**config.mk**
```make
export PLATFORM = sky130hd
export DESIGN_NAME = text_marquee_scroller_top
export DESIGN_NICKNAME = d
export VERILOG_FILES = /design/src/hw/rtl/tms_pkg.sv /design/src/hw/rtl/tms_div.sv /design/src/hw/rtl/tms_dp.sv /design/src/hw/rtl/tms_ctrl.sv /design/src/hw/rtl/text_marquee_scroller_top.sv
export SDC_FILE = /design/constraint.sdc
export NUM_CORES = 1
export LEC_CHECK = 0
export ABC_AREA = 1
export BUFFER_PORTS_ARGS = -buffer_cell sky130_fd_sc_hd__buf_2
export CORE_UTILIZATION = 45
export CTS_BUF_LIST = sky130_fd_sc_hd__clkbuf_8
export DETAILED_ROUTE_END_ITERATION = 8
export HOLD_SLACK_MARGIN = 0.06
export PLACE_DENSITY = 0.65
export SLEW_MARGIN = 20
export SYNTH_ARGS = -nofsm -noshare
export SYNTH_HDL_FRONTEND = slang
export SYNTH_SLANG_ARGS = --single-unit
export TNS_END_PERCENT = 100
```
**constraint.sdc**
```tcl
create_clock -name i_clk -period 4.7 [get_ports i_clk]
set_input_delay 0.235 -clock i_clk [delete_from_list [all_inputs] [get_ports i_clk]]
set_output_delay 0.235 -clock i_clk [all_outputs]
set_load 0.1 [all_outputs]
```
**src/hw/rtl/tms_pkg.sv**
```systemverilog
// Package of the text marquee scroller: sizes, codes, command and status types.
// Used by every module of the block; depends on nothing.
package tms_pkg;

    localparam int DISPLAY_WIDTH = 128;
    localparam int MAX_COPIES    = 32;

    localparam int SPEED_W    = 16;
    localparam int TW_W       = 12;
    localparam int ROW_W      = 8;
    localparam int X_W        = 13;
    localparam int OFF_W      = 14;
    localparam int NOW_W      = 63;
    localparam int TIME_W     = 64;
    localparam int DELAY_W    = 16;
    localparam int CFG_IDX_W  = 2;
    localparam int CFG_DATA_W = 16;

    localparam int US_PER_S  = 1000000;
    localparam int US_PER_MS = 1000;
    localparam int MUL_W     = 10;
    localparam int PROD_W    = DELAY_W + MUL_W;

    localparam int DIV_W       = 20;
    localparam int DIV_CNT_W   = $clog2(DIV_W);
    localparam int PIX_W       = $clog2(DISPLAY_WIDTH + 1);
    localparam int COPY_CNT_W  = (MAX_COPIES > 2) ? $clog2(MAX_COPIES) : 1;

    localparam int SPEED_RESET = 15;
    localparam int SPEED_RESET_CLAMPED = (SPEED_RESET < 1) ? 1 :
        ((SPEED_RESET > DISPLAY_WIDTH) ? DISPLAY_WIDTH : SPEED_RESET);
    localparam int DUR_RESET = US_PER_S / SPEED_RESET_CLAMPED;

    localparam logic [CFG_IDX_W-1:0] REG_SPEED = 2'd0;
    localparam logic [CFG_IDX_W-1:0] REG_WIDTH = 2'd1;
    localparam logic [CFG_IDX_W-1:0] REG_ROW   = 2'd2;

    typedef enum logic [1:0] {
        CMD_TICK     = 2'd0,
        CMD_ACTIVATE = 2'd1,
        CMD_EXPIRE   = 2'd2,
        CMD_QUERY    = 2'd3
    } t_cmd;

    typedef enum logic [1:0] {
        DIV_DUR,
        DIV_PIX,
        DIV_WRAP
    } t_div_sel;

    // Commands from the controller to the datapath.
    typedef struct packed {
        logic     cap_in;
        logic     div_start;
        t_div_sel div_sel;
        logic     dur_load;
        logic     act_apply;
        logic     pix_apply;
        logic     wrap_apply;
        logic     emit_init;
        logic     load_copy;
        logic     load_query;
        logic     query_due;
    } t_dp_cmd;

    // Status from the datapath to the controller.
    typedef struct packed {
        t_cmd cmd;
        logic w_zero;
        logic started;
        logic ge_dur;
        logic wrap_need;
        logic emit_last;
        logic div_done;
    } t_dp_status;

    // Scroll speed limited to 1..DISPLAY_WIDTH.
    function automatic logic [PIX_W-1:0] clamp_speed(input logic [SPEED_W-1:0] speed);
        if (speed == '0) begin
            return PIX_W'(1);
        end
        if (speed > SPEED_W'(DISPLAY_WIDTH)) begin
            return PIX_W'(DISPLAY_WIDTH);
        end
        return speed[PIX_W-1:0];
    endfunction

endpackage

```
**src/hw/rtl/tms_div.sv**
```systemverilog
// Restoring divider of the marquee scroller, one quotient bit per cycle.
// Depends on tms_pkg for its width.
module tms_div (
    input  logic                      i_clk,
    input  logic                      i_rst_n,
    input  logic                      i_start,
    input  logic [tms_pkg::DIV_W-1:0] i_dividend,
    input  logic [tms_pkg::DIV_W-1:0] i_divisor,
    output logic                      o_done,
    output logic [tms_pkg::DIV_W-1:0] o_quotient,
    output logic [tms_pkg::DIV_W-1:0] o_remainder
);

    logic                          r_busy;
    logic                          r_done;
    logic [tms_pkg::DIV_CNT_W-1:0] r_cnt;
    logic [tms_pkg::DIV_W-1:0]     r_quo;
    logic [tms_pkg::DIV_W-1:0]     r_rem;
    logic [tms_pkg::DIV_W-1:0]     r_dvs;
    logic [tms_pkg::DIV_W:0]       rem_sh;
    logic [tms_pkg::DIV_W:0]       trial;

    assign rem_sh = {r_rem, r_quo[tms_pkg::DIV_W-1]};
    assign trial  = rem_sh - {1'b0, r_dvs};

    always_ff @(posedge i_clk) begin
        if (!i_rst_n) begin
            r_busy <= 1'b0;
            r_done <= 1'b0;
            r_cnt  <= '0;
        end else if (i_start) begin
            r_busy <= 1'b1;
            r_done <= 1'b0;
            r_cnt  <= '0;
        end else if (r_busy) begin
            r_cnt <= r_cnt + 1'b1;
            if (r_cnt == tms_pkg::DIV_CNT_W'(tms_pkg::DIV_W - 1)) begin
                r_busy <= 1'b0;
                r_done <= 1'b1;
            end
        end else begin
            r_done <= 1'b0;
        end
    end

    always_ff @(posedge i_clk) begin
        if (i_start) begin
            r_rem <= '0;
            r_quo <= i_dividend;
            r_dvs <= i_divisor;
        end else if (r_busy) begin
            if (!trial[tms_pkg::DIV_W]) begin
                r_rem <= trial[tms_pkg::DIV_W-1:0];
                r_quo <= {r_quo[tms_pkg::DIV_W-2:0], 1'b1};
            end else begin
                r_rem <= rem_sh[tms_pkg::DIV_W-1:0];
                r_quo <= {r_quo[tms_pkg::DIV_W-2:0], 1'b0};
            end
        end
    end

    assign o_done      = r_done;
    assign o_quotient  = r_quo;
    assign o_remainder = r_rem;

endmodule

```
**src/hw/rtl/tms_dp.sv**
```systemverilog
// Datapath of the marquee scroller: registers, time arithmetic, scroll offset,
// copy positions and the result register. Depends on tms_pkg and tms_div.
module tms_dp (
    input  logic                               i_clk,
    input  logic                               i_rst_n,
    input  tms_pkg::t_dp_cmd                   i_cmd,
    output tms_pkg::t_dp_status                o_status,
    input  logic [1:0]                         i_command,
    input  logic [tms_pkg::NOW_W-1:0]          i_now_us,
    input  logic [tms_pkg::DELAY_W-1:0]        i_delay_ms,
    input  logic                               i_cfg_we,
    input  logic [tms_pkg::CFG_IDX_W-1:0]      i_cfg_index,
    input  logic [tms_pkg::CFG_DATA_W-1:0]     i_cfg_wdata,
    output logic                               o_kind,
    output logic signed [tms_pkg::X_W-1:0]     o_draw_x,
    output logic [tms_pkg::ROW_W-1:0]          o_draw_y,
    output logic                               o_redraw_due,
    output logic                               o_last
);

    logic [tms_pkg::SPEED_W-1:0]  r_speed;
    logic [tms_pkg::TW_W-1:0]     r_width;
    logic [tms_pkg::ROW_W-1:0]    r_row;

    tms_pkg::t_cmd                r_cmd;
    logic [tms_pkg::NOW_W-1:0]    r_now;
    logic [tms_pkg::DELAY_W-1:0]  r_delay;
    logic [tms_pkg::PROD_W-1:0]   r_prod;
    logic [tms_pkg::TIME_W-1:0]   r_elapsed;
    logic                         r_started;

    logic [tms_pkg::TIME_W-1:0]   r_start;
    logic [tms_pkg::TIME_W-1:0]   r_last_upd;
    logic signed [tms_pkg::OFF_W-1:0] r_off;
    logic [tms_pkg::DIV_W-1:0]    r_dur;

    logic signed [tms_pkg::OFF_W-1:0] r_x;
    logic [tms_pkg::COPY_CNT_W-1:0]   r_n;

    logic                         r_out_kind;
    logic signed [tms_pkg::X_W-1:0] r_out_x;
    logic [tms_pkg::ROW_W-1:0]    r_out_y;
    logic                         r_out_due;
    logic                         r_out_last;

    logic [tms_pkg::TIME_W-1:0]   now_ext;
    logic [tms_pkg::TIME_W:0]     diff;
    logic [tms_pkg::PIX_W-1:0]    cs;
    logic signed [tms_pkg::OFF_W-1:0] w_s;
    logic signed [tms_pkg::OFF_W-1:0] wrap_d;
    logic signed [tms_pkg::OFF_W-1:0] off_sub;
    logic signed [tms_pkg::OFF_W-1:0] off_wrap;
    logic signed [tms_pkg::OFF_W-1:0] nx;
    logic                         big;
    logic                         q_gt;
    logic                         moved;
    logic                         more;
    logic [tms_pkg::PIX_W-1:0]    pix;

    logic                         div_done;
    logic [tms_pkg::DIV_W-1:0]    div_dividend;
    logic [tms_pkg::DIV_W-1:0]    div_divisor;
    logic [tms_pkg::DIV_W-1:0]    div_quo;
    logic [tms_pkg::DIV_W-1:0]    div_rem;

    tms_div u_div (
        .i_clk       (i_clk),
        .i_rst_n     (i_rst_n),
        .i_start     (i_cmd.div_start),
        .i_dividend  (div_dividend),
        .i_divisor   (div_divisor),
        .o_done      (div_done),
        .o_quotient  (div_quo),
        .o_remainder (div_rem)
    );

    assign now_ext = {1'b0, r_now};
    assign diff    = {1'b0, now_ext} - {1'b0, r_last_upd};
    assign cs      = tms_pkg::clamp_speed(r_speed);
    assign w_s     = $signed({{(tms_pkg::OFF_W - tms_pkg::TW_W){1'b0}}, r_width});
    assign big     = |r_elapsed[tms_pkg::TIME_W-1:tms_pkg::DIV_W];

    // Distance below the left wrap limit; at least 1 whenever a wrap is needed.
    assign wrap_d = -r_off - w_s;

    always_comb begin
        case (i_cmd.div_sel)
            tms_pkg::DIV_DUR: begin
                div_dividend = tms_pkg::DIV_W'(tms_pkg::US_PER_S);
                div_divisor  = tms_pkg::DIV_W'(cs);
            end
            tms_pkg::DIV_PIX: begin
                div_dividend = r_elapsed[tms_pkg::DIV_W-1:0];
                div_divisor  = r_dur;
            end
            tms_pkg::DIV_WRAP: begin
                div_dividend = {{(tms_pkg::DIV_W - tms_pkg::OFF_W){1'b0}}, wrap_d};
                div_divisor  = tms_pkg::DIV_W'(r_width);
            end
            default: begin
                div_dividend = '0;
                div_divisor  = '1;
            end
        endcase
    end

    // A large elapsed time always reaches the speed limit, since
    // speed times duration never exceeds one second.
    assign q_gt    = div_quo > tms_pkg::DIV_W'(cs);
    assign pix     = (big || q_gt) ? cs : div_quo[tms_pkg::PIX_W-1:0];
    assign moved   = big || (div_quo != '0);
    assign off_sub = r_off - $signed({{(tms_pkg::OFF_W - tms_pkg::PIX_W){1'b0}}, pix});
    assign off_wrap = (div_rem == '0) ? -w_s : -$signed(div_rem[tms_pkg::OFF_W-1:0]);

    assign nx   = r_x + w_s;
    assign more = (nx < $signed(tms_pkg::OFF_W'(tms_pkg::DISPLAY_WIDTH)))
        && (r_n != tms_pkg::COPY_CNT_W'(tms_pkg::MAX_COPIES - 1));

    always_ff @(posedge i_clk) begin
        if (!i_rst_n) begin
            r_speed    <= tms_pkg::SPEED_W'(tms_pkg::SPEED_RESET);
            r_width    <= '0;
            r_row      <= '0;
            r_start    <= '0;
            r_last_upd <= '0;
            r_off      <= '0;
            r_dur      <= tms_pkg::DIV_W'(tms_pkg::DUR_RESET);
        end else begin
            if (i_cfg_we) begin
                case (i_cfg_index)
                    tms_pkg::REG_SPEED: r_speed <= i_cfg_wdata[tms_pkg::SPEED_W-1:0];
                    tms_pkg::REG_WIDTH: r_width <= i_cfg_wdata[tms_pkg::TW_W-1:0];
                    tms_pkg::REG_ROW:   r_row   <= i_cfg_wdata[tms_pkg::ROW_W-1:0];
                    default: ;
                endcase
            end
            if (i_cmd.dur_load) begin
                r_dur <= div_quo;
            end
            if (i_cmd.act_apply) begin
                r_start    <= now_ext + tms_pkg::TIME_W'(r_prod);
                r_last_upd <= now_ext + tms_pkg::TIME_W'(r_prod);
                r_off      <= '0;
            end
            if (i_cmd.pix_apply) begin
                if (moved) begin
                    r_last_upd <= now_ext;
                end
                r_off <= (r_width == '0) ? '0 : off_sub;
            end
            if (i_cmd.wrap_apply) begin
                r_off <= off_wrap;
            end
        end
    end

    always_ff @(posedge i_clk) begin
        if (i_cmd.cap_in) begin
            r_cmd   <= tms_pkg::t_cmd'(i_command);
            r_now   <= i_now_us;
            r_delay <= i_delay_ms;
        end
        r_prod    <= tms_pkg::PROD_W'(r_delay) * tms_pkg::PROD_W'(tms_pkg::US_PER_MS);
        r_elapsed <= diff[tms_pkg::TIME_W] ? '0 : diff[tms_pkg::TIME_W-1:0];
        r_started <= now_ext >= r_start;
        if (i_cmd.emit_init) begin
            r_x <= r_off;
            r_n <= '0;
        end
        if (i_cmd.load_copy) begin
            r_out_kind <= 1'b0;
            r_out_x    <= r_x[tms_pkg::X_W-1:0];
            r_out_y    <= r_row;
            r_out_due  <= 1'b0;
            r_out_last <= !more;
            r_x        <= nx;
            r_n        <= r_n + 1'b1;
        end
        if (i_cmd.load_query) begin
            r_out_kind <= 1'b1;
            r_out_x    <= '0;
            r_out_y    <= '0;
            r_out_due  <= i_cmd.query_due;
            r_out_last <= 1'b1;
        end
    end

    assign o_status.cmd       = r_cmd;
    assign o_status.w_zero    = (r_width == '0);
    assign o_status.started   = r_started;
    assign o_status.ge_dur    = big || (r_elapsed[tms_pkg::DIV_W-1:0] >= r_dur);
    assign o_status.wrap_need = r_off < -w_s;
    assign o_status.emit_last = !more;
    assign o_status.div_done  = div_done;

    assign o_kind       = r_out_kind;
    assign o_draw_x     = r_out_x;
    assign o_draw_y     = r_out_y;
    assign o_redraw_due = r_out_due;
    assign o_last       = r_out_last;

endmodule

```
**src/hw/rtl/tms_ctrl.sv**
```systemverilog
// Controller of the marquee scroller: sequencing of commands, scroll mode and
// the result valid flag. Depends on tms_pkg; drives the datapath by commands.
module tms_ctrl (
    input  logic                          i_clk,
    input  logic                          i_rst_n,
    input  logic                          i_in_valid,
    output logic                          o_in_stall,
    output logic                          o_out_valid,
    input  logic                          i_out_stall,
    input  logic                          i_cfg_we,
    input  logic [tms_pkg::CFG_IDX_W-1:0] i_cfg_index,
    input  tms_pkg::t_dp_status           i_status,
    output tms_pkg::t_dp_cmd              o_cmd
);

    typedef enum logic [3:0] {
        ST_IDLE,
        ST_EVAL,
        ST_DISPATCH,
        ST_PIX_DIV,
        ST_WRAP_CHK,
        ST_WRAP_DIV,
        ST_EMIT_INIT,
        ST_EMIT,
        ST_DUR_START,
        ST_DUR_WAIT
    } t_state;

    typedef enum logic [1:0] {
        MODE_ACTIVE,
        MODE_SHOULD_EXPIRE,
        MODE_EXPIRED
    } t_mode;

    t_state r_state, n_state;
    t_mode  r_mode, n_mode;
    logic   r_out_valid, n_out_valid;
    logic   speed_wr;
    logic   slot_free;

    assign speed_wr   = i_cfg_we && (i_cfg_index == tms_pkg::REG_SPEED);
    assign slot_free  = !r_out_valid || !i_out_stall;
    assign o_in_stall = (r_state != ST_IDLE) || speed_wr;

    always_comb begin
        o_cmd         = '0;
        o_cmd.div_sel = tms_pkg::DIV_DUR;
        n_state       = r_state;
        n_mode        = r_mode;
        n_out_valid   = r_out_valid && i_out_stall;
        case (r_state)
            ST_IDLE: begin
                if (speed_wr) begin
                    n_state = ST_DUR_START;
                end else if (i_in_valid) begin
                    o_cmd.cap_in = 1'b1;
                    n_state      = ST_EVAL;
                end
            end
            ST_EVAL: begin
                n_state = ST_DISPATCH;
            end
            ST_DISPATCH: begin
                case (i_status.cmd)
                    tms_pkg::CMD_ACTIVATE: begin
                        if (!i_status.w_zero) begin
                            o_cmd.act_apply = 1'b1;
                            n_mode          = MODE_ACTIVE;
                        end
                        n_state = ST_IDLE;
                    end
                    tms_pkg::CMD_EXPIRE: begin
                        if (r_mode != MODE_EXPIRED) begin
                            n_mode = MODE_SHOULD_EXPIRE;
                        end
                        n_state = ST_IDLE;
                    end
                    tms_pkg::CMD_QUERY: begin
                        if (slot_free) begin
                            o_cmd.load_query = 1'b1;
                            o_cmd.query_due  = (r_mode != MODE_EXPIRED)
                                && i_status.started && i_status.ge_dur;
                            n_out_valid      = 1'b1;
                            n_state          = ST_IDLE;
                        end
                    end
                    tms_pkg::CMD_TICK: begin
                        if (r_mode == MODE_SHOULD_EXPIRE) begin
                            n_mode  = MODE_EXPIRED;
                            n_state = ST_IDLE;
                        end else if (r_mode != MODE_ACTIVE || !i_status.started) begin
                            n_state = ST_IDLE;
                        end else begin
                            o_cmd.div_start = 1'b1;
                            o_cmd.div_sel   = tms_pkg::DIV_PIX;
                            n_state         = ST_PIX_DIV;
                        end
                    end
                    default: begin
                        n_state = ST_IDLE;
                    end
                endcase
            end
            ST_PIX_DIV: begin
                o_cmd.div_sel = tms_pkg::DIV_PIX;
                if (i_status.div_done) begin
                    o_cmd.pix_apply = 1'b1;
                    n_state         = ST_WRAP_CHK;
                end
            end
            ST_WRAP_CHK: begin
                if (i_status.w_zero) begin
                    n_state = ST_IDLE;
                end else if (i_status.wrap_need) begin
                    o_cmd.div_start = 1'b1;
                    o_cmd.div_sel   = tms_pkg::DIV_WRAP;
                    n_state         = ST_WRAP_DIV;
                end else begin
                    n_state = ST_EMIT_INIT;
                end
            end
            ST_WRAP_DIV: begin
                o_cmd.div_sel = tms_pkg::DIV_WRAP;
                if (i_status.div_done) begin
                    o_cmd.wrap_apply = 1'b1;
                    n_state          = ST_EMIT_INIT;
                end
            end
            ST_EMIT_INIT: begin
                o_cmd.emit_init = 1'b1;
                n_state         = ST_EMIT;
            end
            ST_EMIT: begin
                if (slot_free) begin
                    o_cmd.load_copy = 1'b1;
                    n_out_valid     = 1'b1;
                    if (i_status.emit_last) begin
                        n_state = ST_IDLE;
                    end
                end
            end
            ST_DUR_START: begin
                // The speed register takes a new value at this edge; wait for it.
                if (!speed_wr) begin
                    o_cmd.div_start = 1'b1;
                    n_state         = ST_DUR_WAIT;
                end
            end
            ST_DUR_WAIT: begin
                if (speed_wr) begin
                    n_state = ST_DUR_START;
                end else if (i_status.div_done) begin
                    o_cmd.dur_load = 1'b1;
                    n_state        = ST_IDLE;
                end
            end
            default: begin
                n_state = ST_IDLE;
            end
        endcase
    end

    always_ff @(posedge i_clk) begin
        if (!i_rst_n) begin
            r_state     <= ST_IDLE;
            r_mode      <= MODE_EXPIRED;
            r_out_valid <= 1'b0;
        end else begin
            r_state     <= n_state;
            r_mode      <= n_mode;
            r_out_valid <= n_out_valid;
        end
    end

    assign o_out_valid = r_out_valid;

endmodule

```
**src/hw/rtl/text_marquee_scroller_top.sv**
```systemverilog
// Top level of the text marquee scroller.
// Depends on tms_pkg, tms_ctrl, tms_dp and, through the datapath, tms_div.
//
// This block keeps the horizontal scroll state of one line of text and, on
// each tick transaction, returns the left x positions of the tiled copies of
// that line across a DISPLAY_WIDTH pixel display, scrolling left at the
// configured pixel-per-second speed and driven by the microsecond time stamp
// that comes with every command. An activate transaction starts scrolling
// after its delay, expire marks the line for retirement on the next tick, and
// query returns one result that tells whether a redraw is due. Items are
// handled one at a time; the input stalls while an item is at work. Expire,
// activate, queries and ticks that produce nothing pass the idle, evaluate
// and dispatch states, a query plus any wait for the result register. A tick
// that scrolls runs the shared 20-bit restoring divider once, a second time
// when the offset wraps past the text width, and then hands out one copy per
// cycle while the output is not stalled, at most MAX_COPIES, the last one
// flagged. Writing the scroll speed register reruns the divider to derive
// the per-pixel duration, which holds the input stalled until the duration
// is loaded. A result waits in an output register, so the next transaction
// can be accepted while the last result is still pending downstream.
module text_marquee_scroller_top (
    input  logic                               i_clk,
    input  logic                               i_rst_n,
    input  logic                               i_in_valid,
    output logic                               o_in_stall,
    input  logic [1:0]                         i_command,
    input  logic [tms_pkg::NOW_W-1:0]          i_now_us,
    input  logic [tms_pkg::DELAY_W-1:0]        i_delay_ms,
    output logic                               o_out_valid,
    input  logic                               i_out_stall,
    output logic                               o_kind,
    output logic signed [tms_pkg::X_W-1:0]     o_draw_x,
    output logic [tms_pkg::ROW_W-1:0]          o_draw_y,
    output logic                               o_redraw_due,
    output logic                               o_last,
    input  logic                               i_cfg_we,
    input  logic [tms_pkg::CFG_IDX_W-1:0]      i_cfg_index,
    input  logic [tms_pkg::CFG_DATA_W-1:0]     i_cfg_wdata
);

    // Commands flow from the controller into the datapath, status comes back.
    tms_pkg::t_dp_cmd    dp_cmd;
    tms_pkg::t_dp_status dp_status;

    tms_ctrl u_ctrl (
        .i_clk       (i_clk),
        .i_rst_n     (i_rst_n),
        .i_in_valid  (i_in_valid),
        .o_in_stall  (o_in_stall),
        .o_out_valid (o_out_valid),
        .i_out_stall (i_out_stall),
        .i_cfg_we    (i_cfg_we),
        .i_cfg_index (i_cfg_index),
        .i_status    (dp_status),
        .o_cmd       (dp_cmd)
    );

    // The datapath owns the configuration registers, the time and offset
    // state, the divider and the result register.
    tms_dp u_dp (
        .i_clk        (i_clk),
        .i_rst_n      (i_rst_n),
        .i_cmd        (dp_cmd),
        .o_status     (dp_status),
        .i_command    (i_command),
        .i_now_us     (i_now_us),
        .i_delay_ms   (i_delay_ms),
        .i_cfg_we     (i_cfg_we),
        .i_cfg_index  (i_cfg_index),
        .i_cfg_wdata  (i_cfg_wdata),
        .o_kind       (o_kind),
        .o_draw_x     (o_draw_x),
        .o_draw_y     (o_draw_y),
        .o_redraw_due (o_redraw_due),
        .o_last       (o_last)
    );

endmodule

```
==> flow_summary.ini, run 1 <==
[yosys]
synthDistinctLibCells = 64
synth_nets = 5194
yosysSeqAreaShare = 0.325
synth_top_cell_area_share = 0.201
synth_flop_cell = dfxtp_1
syn_avg_cell_area_sq_um = 7.24
synth-async-reset-ratio = 0
yosysWarningCount = 0
synthCells = 4716
ys_ff_latch = 484
yosys.area.top_type = dfxtp_1
syn_area_sq_um = 34200
synth_edf_count = 141
yosys-top-cells-area = dfxtp_1 20%, edfxtp_1 12%, ha_1 12%, nand2_1 11%, inv_1 8.0%

[worst_setup_path]
crit_arrival_ns = 4.95
crit_fanout = 6
path_class = reg -> reg
required_ns = 5.28
cp-start-kind = flop
end_kind = flop

[global_routing]
grt_pass1_wl_um = 166000
grt_antenna_before_repair = 2
grt_overflow = 0
grt_max_degree = 127
grt.total_usage = 0.270
use_met1 = 0.346
gr-usage-met2 = 0.459
use_met3 = 0.0307
grt_pass1_vias = 31100
grt.busiest_layer = met2

[placed_design]
dpl-instance-area_sq_um = 35700
hpwl_um = 81700
globalplace.congestion = 0.975
io_buffers = 129

[power]
peakVddDrop_mv = 0.791
powerDensity_nw_per_um2 = 596
p_leak_nw = 17.3
report.power.total_mw = 23.1

[drt]
drc_errors = 0
routed_wl_um = 105000
via_per_inst = 5.34
first_pass_iters = 7
antenna_left = 0
drtIter0Drc = 2384
vias = 32100
wl_per_cell_um = 17.4

[cts]
h-tree-depth = 3
cts_made_buffers = 89
clk_pin_slew_ns = 0.06
insertion_delay_ns = 0.74
cts_max_path_buffers = 3
cts_root_buffer = clkbuf_8
post_cts.repair.setup_buffers = 0
clock_sinks = 484
cts_tree = built

[die]
initial_core_util = 0.456
die_h_um = 277
die_w_um = 277
dieArea_sq_um = 77000
core_sq_um = 74800
rows = 100
boundaryPins = 130

[final_layout]
area_growth_pct = 13.2
drive_above_1_share = 0.0788
nets = 5441
final_area_sq_um = 38700

[sta]
slew_headroom = 0.281
fin_crit_sh = 0.931
setup_viol = 0
finalCriticalPeriod_ns = 4.37
fin_skew_ns = 0.0717
slew_viol_final = 0
clock.fmax_mhz = 229
timing.hold.ws_ns = 0.129
hold_viol_final = 0
tightest_slew_ns = 1.08

[status]
status = complete, no violations

[worst_hold_path]
hp-class = in -> reg

[run]
max-cap-violations = 0
[state kept, by name, indices dropped and copies added (netlist names), 2 cells and up]
signal / count
u_ctrl.r_state: 4
u_dp.r_speed: 16
u_dp.r_x: 14
u_dp.r_dur: 20
u_dp.r_delay: 16
u_dp.r_last_upd: 64
u_dp.r_start: 64
u_ctrl.r_mode: 2
u_dp.r_elapsed: 64
u_dp.r_n: 5
u_dp.o_draw_x: 13
u_dp.r_width: 12
u_dp.r_now: 63
u_dp.o_draw_y: 8
u_dp.r_row: 8
u_dp.r_cmd: 2
u_dp.r_off: 14
u_dp.u_div.o_remainder: 20
u_dp.r_prod: 23
u_dp.u_div.r_cnt: 5
u_dp.u_div.r_dvs: 20
u_dp.u_div.o_quotient: 20
[cells by family (layout without fill, tap and decap cells)]
kind of cell	Yosys count	in the layout	share of synthesized area
compound gates	937	937	0.153
xor+xnor	117	117	0.0300
fa+ha+maj	374	374	0.150
buf+inv	854	1176	0.0977
flops	484	484	0.325
other cells	0	3	0
simple gates	1950	1950	0.244
[final timing paths]
kind | from | end | slack [ns] | depth (start not counted)
worst max-delay path | u_dp.r_delay[2]$_DFFE_PP_ | u_dp.r_prod[23]$_DFF_P_ | 0.33 | 18
worst min-delay path | i_in_valid | u_dp.r_cmd[0]$_DFFE_PP_ | 0.13 | 3
worst max register to register | u_dp.r_delay[2]$_DFFE_PP_ | u_dp.r_prod[23]$_DFF_P_ | 0.33 | 18
worst min register to register | u_dp.r_row[7]$_SDFFE_PN0P_ | u_dp.o_draw_y[7]$_SDFFE_PP0P_ | 0.40 | 2
[metal layers]
| layer | wire length [um] | part of all wire |
|---|---|---|
| met5 | 0 | 0 |
| met4 | 4250 | 0.041 |
| met3 | 4750 | 0.045 |
| met2 | 49400 | 0.47 |
| met1 | 46300 | 0.44 |
[synthesized netlist by cell type (10+ instances only)]
cell type	number
clkbuf_1	53
inv_1	730
o221ai_1	14
a31oi_1	21
edfxtp_1	141
a21oi_2	19
ha_1	314
nand4_1	73
o22ai_1	18
o21a_1	11
a21oi_1	416
nor2_2	18
o21ai_1	29
o211ai_1	31
nand3b_1	25
xnor2_1	38
or2_2	10
buf_2	34
o21ai_0	291
nor4_1	30
xor2_1	79
nor3_1	50
nand3_1	244
a21o_1	18
nor2_1	478
dfxtp_1	343
fa_1	60
inv_2	18
o21bai_1	23
nand2_1	972
nand2_2	10
[report_power, final]
group / internal [mW] / leakage [nW] / switching [mW]
clock: 2.32 / 1.08 / 1.92
combinational: 4.46 / 12.1 / 8.24
sequential: 5.40 / 4.12 / 0.715
[final cells by class]
class                           instances  area [sq um]
Inverter                              749          2820
Clock inverter                         68           512
Clock buffer                           98          1350
Sequential cell                       484         11100
Antenna cell                            3          7.51
Fill cell                            7589         36100
Multi-Input combinational cell       3378         19800
Timing Repair Buffer                  261          1920
Tap cell                              969          1210
[cells in the final DEF (no fill, tap or decap), drive strengths merged, types with 5 or more instances in the layout]
| master | count |
|---|---|
| fa | 60 |
| and2 | 5 |
| nand3 | 249 |
| clkinv | 22 |
| nand2 | 985 |
| a211oi | 10 |
| o21a | 11 |
| xor2 | 79 |
| a21oi | 436 |
| o21bai | 23 |
| o221ai | 14 |
| inv | 786 |
| nor2 | 499 |
| a21o | 18 |
| or2 | 11 |
| ha | 314 |
| a221oi | 5 |
| and3 | 9 |
| o21ai | 321 |
| clkbuf | 98 |
| a22oi | 6 |
| nor3 | 55 |
| xnor2 | 38 |
| o211ai | 32 |
| a21boi | 11 |
| dlygate4sd3 | 103 |
| nor4 | 31 |
| o22ai | 18 |
| nand4 | 74 |
| a31oi | 21 |
| edfxtp | 141 |
| buf | 158 |
| nand3b | 25 |
| bufinv | 7 |
| dfxtp | 343 |
[worst max-delay path: stages, from the launching register on]
cell	delay, ns
edfxtp_1	0.53
fa_1	0.56
inv_1	0.06
fa_1	0.48
fa_1	0.51
inv_1	0.06
fa_1	0.40
ha_1	0.33
inv_1	0.12
o21bai_1	0.10
a21oi_1	0.20
nand2_1	0.12
a21boi_1	0.23
o21ai_1	0.13
nand2_1	0.10
nand2_1	0.08
nand3_1	0.08
nand2_1	0.06
xor2_1	0.13
[through the flow]
stage	setup slack [ns]	util	std cells	TNS, ns
floorplan	0.456	-	4716	0
global placement	0.251	0.478	5738	0
detailed placement	0.112	0.478	5738	0
CTS	0.0996	0.516	6007	0
global route	-0.0226	0.517	6010	-0.0226
finish	0.326	0.517	6010	0
[what timing repair did]
action | 4_1_cts | 5_1_grt
gates resized for setup | 0 | 13
endpoints found under the hold margin | 125 | 0
endpoints found under the setup margin | 0 | 9
hold buffers | 103 | 0
No activity file was read; power rests on OpenSTA's default activity.
==> inputs of run 2 (changes only) <==
--- a/config.mk
+++ b/config.mk
@@ -7,11 +7,12 @@
 export LEC_CHECK = 0
 export ABC_AREA = 1
 export BUFFER_PORTS_ARGS = -buffer_cell sky130_fd_sc_hd__buf_2
-export CORE_UTILIZATION = 45
-export CTS_BUF_LIST = sky130_fd_sc_hd__clkbuf_8
+export CORE_UTILIZATION = 50
+export CTS_BUF_LIST = sky130_fd_sc_hd__clkbuf_16
+export CTS_CLUSTER_DIAMETER = 40
 export DETAILED_ROUTE_END_ITERATION = 8
 export HOLD_SLACK_MARGIN = 0.06
-export PLACE_DENSITY = 0.65
+export PLACE_DENSITY = 0.71
 export SLEW_MARGIN = 20
 export SYNTH_ARGS = -nofsm -noshare
 export SYNTH_HDL_FRONTEND = slang
==> run 2 against run 1 <==
Net effect:
- count of clock-buffer cells in the layout fell by 9
- clock skew decreased by 0.038 ns
- worst setup slack better by 0.012 ns
- largest cell class unchanged
- largest power group unchanged
==> flow_summary.ini, run 2 (synthesis results as in run 1) <==
[sta]
rsz0062_at_grt = no
finalCriticalPeriod_ns = 4.36
slew_headroom = 0.302
setup_viol = 0
timing.hold.ws_ns = 0.118
setup_tns_ns = 0
slew_viol_final = 0
fin_skew_ns = 0.0338
tightest_slew_ns = 1.04
fin_crit_sh = 0.928
clock.fmax_mhz = 229
hold_viol_final = 0

[drt]
wl_per_cell_um = 17.9
drc_errors = 0
antenna_left = 0
via_per_inst = 5.49
vias = 32300
first_pass_iters = 6
routed_wl_um = 105000
drtIter0Drc = 2709

[worst_hold_path]
min_from = i_in_valid
hp-class = in -> reg
whs_path_depth = 3

[run]
max-cap-violations = 0

[placed_design]
dpl-instance-area_sq_um = 35600
globalplace.congestion = 1.01
hpwl_um = 80200
io_buffers = 129

[die]
boundaryPins = 130
die_h_um = 263
core_sq_um = 67400
rows = 95
dieArea_sq_um = 69400
die_w_um = 263
initial_core_util = 0.507

[global_routing]
grt_pass1_wl_um = 167000
grt.total_usage = 0.301
grt_overflow = 0
grt_antenna_before_repair = 0
grt_pass1_vias = 31600
grt_max_degree = 85

[worst_setup_path]
worst_path_most_repeated_cell = inv_1
path_class = reg -> reg
r2r-start = u_dp.r_speed[11]$_SDFFE_PN0P_
slowest_stage = fa_1
cp-startpoint = u_dp.r_speed[11]$_SDFFE_PN0P_
end_kind = flop
required_ns = 5.19
crit_arrival_ns = 4.86
cpPeakStageDelay_ns = 0.39
cp-start-kind = flop
worst_r2r_path_depth = 29
crit_fanout = 6

[power]
peakVddDrop_mv = 1.03
powerDensity_nw_per_um2 = 633
p_leak_nw = 17.6

[final_layout]
final_area_sq_um = 39400
final_cell_mix = 971 x nand2_1, 736 x inv_1, 474 x nor2_1
fill_cells = 6307
mostFrequentLayoutCell = nand2_1
area_growth_pct = 15.4
drive_above_1_share = 0.0810
nets = 5425
seq_area_sq_um = 11100
reg_top3 = u_dp.r_elapsed (64), u_dp.r_last_upd (64), u_dp.r_start (64)
antenna_cells = 0
multi_input_area_sq_um = 19800

[cts]
cts_tree = built
cts_made_buffers = 81
insertion_delay_ns = 0.64
cts_root_buffer = clkbuf_16
h-tree-depth = 3
cts_max_path_buffers = 3
clock_sinks = 484
clk_pin_slew_ns = 0.06

[status]
status = complete, no violations
[run 2: power breakdown]
group | switching (mW) | internal, mW | leakage, nW | total (mW)
combinational | 8.36 | 4.49 | 12.1 | 12.9
clock | 2.27 | 3.71 | 1.38 | 5.98
sequential | 0.727 | 5.40 | 4.12 | 6.13
[run 2: what timing repair did]
item | CTS | global route
setup buffers | 0 | 2
gates resized for setup | 0 | 16
setup endpoints to repair | 0 | 9
hold endpoints to repair | 118 | 0
hold buffers | 98 | 0
[run 2: per-stage QoR]
step	std cells	util	worst slack [ns]	total power [mW]
floorplan	4716	-	0.456	15.6
global placement	5637	0.528	0.217	18.6
detailed placement	5637	0.528	0.133	18.8
CTS	5886	0.584	0.0983	24.9
global route	5888	0.585	0.00747	27.0
finish	5888	0.585	0.338	25.0
[run 2: critical path, delay by kind of cell, from the launching register on]
kind                     cells  cell delay (ns)
buffers and inverters        7             0.49
AO/OA/AOI/OAI                9             1.28
flip-flops                   1             0.32
adder cells (fa/ha/maj)      3             0.87
AND/OR/NAND/NOR             10             1.26
[run 2: per-layer routing]
layer  vias up  GRT usage  routed length, um
li1      16100          -                  -
met1     14900      0.376              44600
met2      1090      0.517              50000
met3       279     0.0396               5830
met4         0      0.135               5040
met5         -          0                  0
[run 2: cell type report]
class | count | share of cell area
multi-input cells | 3378 | 0.502
flip-flops and latches | 484 | 0.282
inverters | 749 | 0.0715
clock buffers | 89 | 0.0565
repair buffers | 253 | 0.0470
well taps | 873 | 0.0277
clock inverters | 62 | 0.0141
[run 2: final timing paths]
check,end,slack [ns]
worst max-delay path,u_dp.r_off[12]$_SDFFE_PN0P_,0.34
worst min-delay path,u_dp.r_now[0]$_DFFE_PP_,0.12
worst max register to register,u_dp.r_off[12]$_SDFFE_PN0P_,0.34
worst min register to register,u_dp.o_kind$_SDFFE_PP1P_,0.45
